### config.mk
export PLATFORM = sky130hd
export DESIGN_NAME = irvt_cell
export DESIGN_NICKNAME = d
export VERILOG_FILES = /design/src/rtl/irvt_pkg.sv /design/src/rtl/irvt_cell.sv
export SDC_FILE = /design/constraint.sdc
export NUM_CORES = 1
export LEC_CHECK = 0
export BUFFER_PORTS_ARGS = -buffer_cell sky130_fd_sc_hd__buf_2
export CORE_ASPECT_RATIO = 0.5
export CORE_MARGIN = 2
export CORE_UTILIZATION = 45
export DETAILED_ROUTE_END_ITERATION = 16
export HOLD_SLACK_MARGIN = 0.15
export MAX_ROUTING_LAYER = met4
export PLACE_DENSITY = 0.82
export SLEW_MARGIN = 40
export SYNTH_ARGS = -nofsm -noshare
export SYNTH_HDL_FRONTEND = slang
export SYNTH_SLANG_ARGS = --single-unit
### constraint.sdc
create_clock -name i_clk -period 17.3 [get_ports i_clk]
set_input_delay 3.46 -clock i_clk [delete_from_list [all_inputs] [get_ports i_clk]]
set_output_delay 3.46 -clock i_clk [all_outputs]
set_load 0.02 [all_outputs]
### src/rtl/irvt_pkg.sv
// ============================================================================
// irvt_pkg: shared types and constants of the integer value remap table
// Opcodes, default table depth and the beat that travels the cell chain.
// ============================================================================
package irvt_pkg;

    localparam int IRVT_TABLE_DEPTH = 64;

    localparam logic [1:0] OP_LOAD   = 2'd0;
    localparam logic [1:0] OP_CLEAR  = 2'd1;
    localparam logic [1:0] OP_REMAP  = 2'd2;
    localparam logic [1:0] OP_UNUSED = 2'd3;

    // One beat as it moves through the chain. For a load, data carries the
    // new value; for a remap, data carries the running match result.
    typedef struct packed {
        logic [1:0]         op;
        logic signed [63:0] key;
        logic               key_null;
        logic signed [63:0] data;
        logic               data_null;
        logic               found;
        logic               has_def;
        logic               def_null;
        logic signed [63:0] def_val;
        logic               last;
        logic               ovf;
    } t_beat;

endpackage

### src/rtl/irvt_cell.sv
// ============================================================================
// irvt_cell: one table entry of the remap chain
// Hold one (key, value) pair, write it from a passing load, match passing
// remaps against it and hand every beat on to the next cell.
// ============================================================================
module irvt_cell #(
    parameter int CNT_W    = 7,
    parameter int CELL_IDX = 0
) (
    input  logic             i_clk,
    input  logic             i_rst_n,
    input  logic             i_adv,
    input  logic             i_valid,
    input  irvt_pkg::t_beat  i_beat,
    input  logic [CNT_W-1:0] i_idx,
    output logic             o_valid,
    output irvt_pkg::t_beat  o_beat,
    output logic [CNT_W-1:0] o_idx
);
    import irvt_pkg::*;

    localparam logic [CNT_W-1:0] MY_IDX = CNT_W'(CELL_IDX);

    logic signed [63:0] r_key;
    logic               r_key_null;
    logic signed [63:0] r_val;
    logic               r_val_null;

    logic               r_valid;
    t_beat              r_beat;
    logic [CNT_W-1:0]   r_idx;

    t_beat              n_beat;
    logic               w_write;
    logic               w_hit;
    logic               w_key_eq;

    assign w_write  = i_adv && i_valid && (i_beat.op == OP_LOAD) && (i_idx == MY_IDX);
    assign w_key_eq = i_beat.key_null ? r_key_null
                                      : (!r_key_null && (r_key == i_beat.key));
    // idx carries the entry count for a remap: only loaded entries count
    assign w_hit    = (i_beat.op == OP_REMAP) && (MY_IDX < i_idx) && w_key_eq;

    always_comb begin
        n_beat = i_beat;
        if (w_hit) begin
            n_beat.found     = 1'b1;
            n_beat.data      = r_val;
            n_beat.data_null = r_val_null;
        end
    end

    always_ff @(posedge i_clk) begin
        if (w_write) begin
            r_key      <= i_beat.key;
            r_key_null <= i_beat.key_null;
            r_val      <= i_beat.data;
            r_val_null <= i_beat.data_null;
        end
    end

    always_ff @(posedge i_clk) begin
        if (!i_rst_n) begin
            r_valid <= 1'b0;
        end else if (i_adv) begin
            r_valid <= i_valid;
        end
    end

    always_ff @(posedge i_clk) begin
        if (i_adv) begin
            r_beat <= n_beat;
            r_idx  <= i_idx;
        end
    end

    assign o_valid = r_valid;
    assign o_beat  = r_beat;
    assign o_idx   = r_idx;

endmodule

==> qor.txt <==
Post-route cell area = 15400 um2
Commonest non-fill, non-tap cell in the layout = buf_2
Max-cap viol count = 0
CP Max Fanout = 96
Routed Antenna Nets = 0
Synth top area share = 0.852
Final setup violation count = 0
Synth Instances = 520
Seq pwr share = 0.542
Req. time, crit path = 17.47 ns
Latest clock arrival within the worst-skew pair = 0.55 ns
Status = complete, no violations
Crit end category = register
Chip Height = 119 um
CTS clk-pin slew, worst paths = 0.07 ns
Row count = 42
CTS tree = done
Num ports = 421
Post-CTS Resized = 0
Core ar. = 26200 um2
Clock buffer depth = 3
Adder-cell share of the synthesized area = 0
Final Non-Filler Cells = 1350
Synth top area cells = edfxtp_1 85%, mux2_4 4.9%, xor2_1 3.8%
Startpoint types = input port
Area grow syn2layout = 29.7%
Sequential fraction of the synthesis area = 0.854
Worst Hold Class = register to register
Synth Area in Simple Gates = 0.0174
Drt wl/cell = 20.7 um
VDD IR-drop max = 0.0683 mV
Via density = 4.86
Htree depth = 1
Largest net degree at the start of global routing = 97
Number of global-route vias before repair = 6769
Cell variety after synth = 26
NetSw = 393 uW
Detail Placement HPWL = 20200 um
Pwr Total = 1760 uW
Post-Synth XOR/XNOR Area = 0.0397
Largest family of logic cells by synthesized area = multiplexers
Hold-critical path depth = 1
Gate power share = 0.085
DP Area = 14500 um2
Die area = 27900 um2
Final Hold Viols = 0
Clk_skew = 0.0131 ns
Worst path arrival time = 5.87 ns
Crit path to = r_val[51]
Global-route usage over all layers = 0.199
Slew HR = 0.467
Multiplexer share of the synthesized area = 0.0737
Leading area contributor after synthesis = edfxtp_1
Sink Count = 339
CTS Buf Count = 29
Synth Register Bits = 339
First-pass detailed-route iteration total = 5
Sw Share = 0.223
R2r setup slk = 14.45 ns
Reg2reg start = r_key[50]
FMAX = 0.176 GHz
CP startpoint = i_adv
Syn_area_per_cell = 22.9 um2
Final worst path period share = 0.329
Starting Density = 0.454
First-iteration detailed-routing DRC count = 510
Synth Net Count = 732
Root Driver = clkbuf_16
Layout Nets = 1183
Initial antenna violation count = 3
RSZ-0062 raised after global routing = false
Clock power share = 0.373
First-pass GRT wire length = 40100 um
Tightest Pin Transition = 0.799 ns
Power per Cell Area = 114 nW/um2
Worst r2r dst = o_beat[111]
Drc violations = 0
Port Buffers = 420
Die Wd = 234 um
Setup TNS = 0 ns
WS Path Type = input port to register
Share of post-route cells with drive strength above 1 = 0.536
Fin crit period = 5.70 ns
Post-synth design cell area = 11900 um2
Ys Warns = 0
Synth Area in Compound Gates = 0.00714
Hold slack final = 0.543 ns
Routed Wire Length = 28000 um
Routability Congestion = 0.875
P_leak = 0.00617 uW
Worst reg-to-reg path cell count = 7
Cell-internal power = 1370 uW
Pins over their slew limit = 0
Inst Count DP = 1292
GRT Residual Overflow = 0
Vias post-DR = 6558
Post-CTS Setup Bufs = 0
Commonest non-fill, non-tap cells in the layout = 419 x buf_2, 338 x edfxtp_1, 52 x xor2_1
# hold bufs at CTS = 0
-- worst min-delay path by stage --
stage / from / endpoint / slack, ns
2_1_floorplan: r_val[63] / o_beat[133] / 0.52
3_3_place_gp: o_valid / o_valid / 0.52
3_5_place_dp: r_val[33] / o_beat[103] / 0.53
4_1_cts: r_val[24] / o_beat[94] / 0.54
5_1_grt: r_val[52] / o_beat[122] / 0.56
6_report: r_val[24] / o_beat[94] / 0.54
-- logic make-up (layout without fill, tap and decap cells) --
| group | Yosys count | in the layout |
|---|---|---|
| buf+inv | 16 | 489 |
| other cells | 0 | 5 |
| simple gates | 35 | 35 |
| mux | 65 | 65 |
| compound gates | 11 | 11 |
| flops | 339 | 339 |
| xor+xnor | 54 | 54 |
-- routing by layer --
metal  vias up  track usage  wire length (um)
li1       2965            -                 -
met1      3315        0.233             10800
met2       217        0.344             15000
met3        61       0.0417              1440
met4         0       0.0617               823
met5         -            -                 0
-- power by group through the flow --
stage / registers [uW] / logic, uW / clock network [uW]
2_1_floorplan: 1020 / 19.4 / 0
4_1_cts: 955 / 152 / 670
6_report: 954 / 150 / 657
5_1_grt: 957 / 158 / 704
3_5_place_dp: 972 / 151 / 0
3_3_place_gp: 971 / 147 / 0
-- synthesized netlist by cell type --
| master | count |
|---|---|
| nor2b_1 | 4 |
| nand4_1 | 4 |
| xor2_1 | 52 |
| nor3_1 | 4 |
| a21boi_0 | 1 |
| edfxtp_1 | 338 |
| o22ai_1 | 3 |
| a222oi_1 | 1 |
| buf_2 | 2 |
| mux2_2 | 26 |
| nor4_1 | 15 |
| a221oi_1 | 1 |
| xnor2_1 | 2 |
| buf_4 | 1 |
| a32oi_1 | 1 |
| nand2b_1 | 4 |
| a21oi_1 | 1 |
| nand2_1 | 3 |
| mux2_4 | 39 |
| or4_1 | 1 |
| a2111oi_0 | 1 |
| buf_6 | 4 |
| o2111ai_1 | 1 |
| inv_1 | 9 |
| dfxtp_1 | 1 |
| o2bb2ai_1 | 1 |
-- state kept, by name, indices dropped and copies added, names as in the netlist --
register    flops
o_idx           7
r_val_null      1
r_key          64
r_val          64
r_key_null      1
o_valid         1
o_beat        201
-- area by class of cell --
class,instances,area (um2)
inverters,9,33.8
clock buffers,37,756
repair buffers,427,2180
flip-flops and latches,339,10200
clock inverters,16,183
well taps,352,440
fillers,1910,10800
multi-input cells,165,1670
diodes,5,12.5
-- critical path: stages --
cell and delay, ns:
clkbuf_8 0.59, nand2_1 0.21, nor4_2 0.18, buf_4 0.58
buf_6 0.66
-- stage by stage --
| stage | utilization | setup slack [ns] |
|---|---|---|
| 6_report | 0.589 | 11.60 |
| 5_1_grt | 0.589 | 11.44 |
| 4_1_cts | 0.589 | 11.64 |
| 3_5_place_dp | 0.553 | 11.07 |
| 3_3_place_gp | 0.551 | 10.67 |
| 2_1_floorplan | - | 0.275 |
Note: power is estimated with default switching activity, not from simulation.
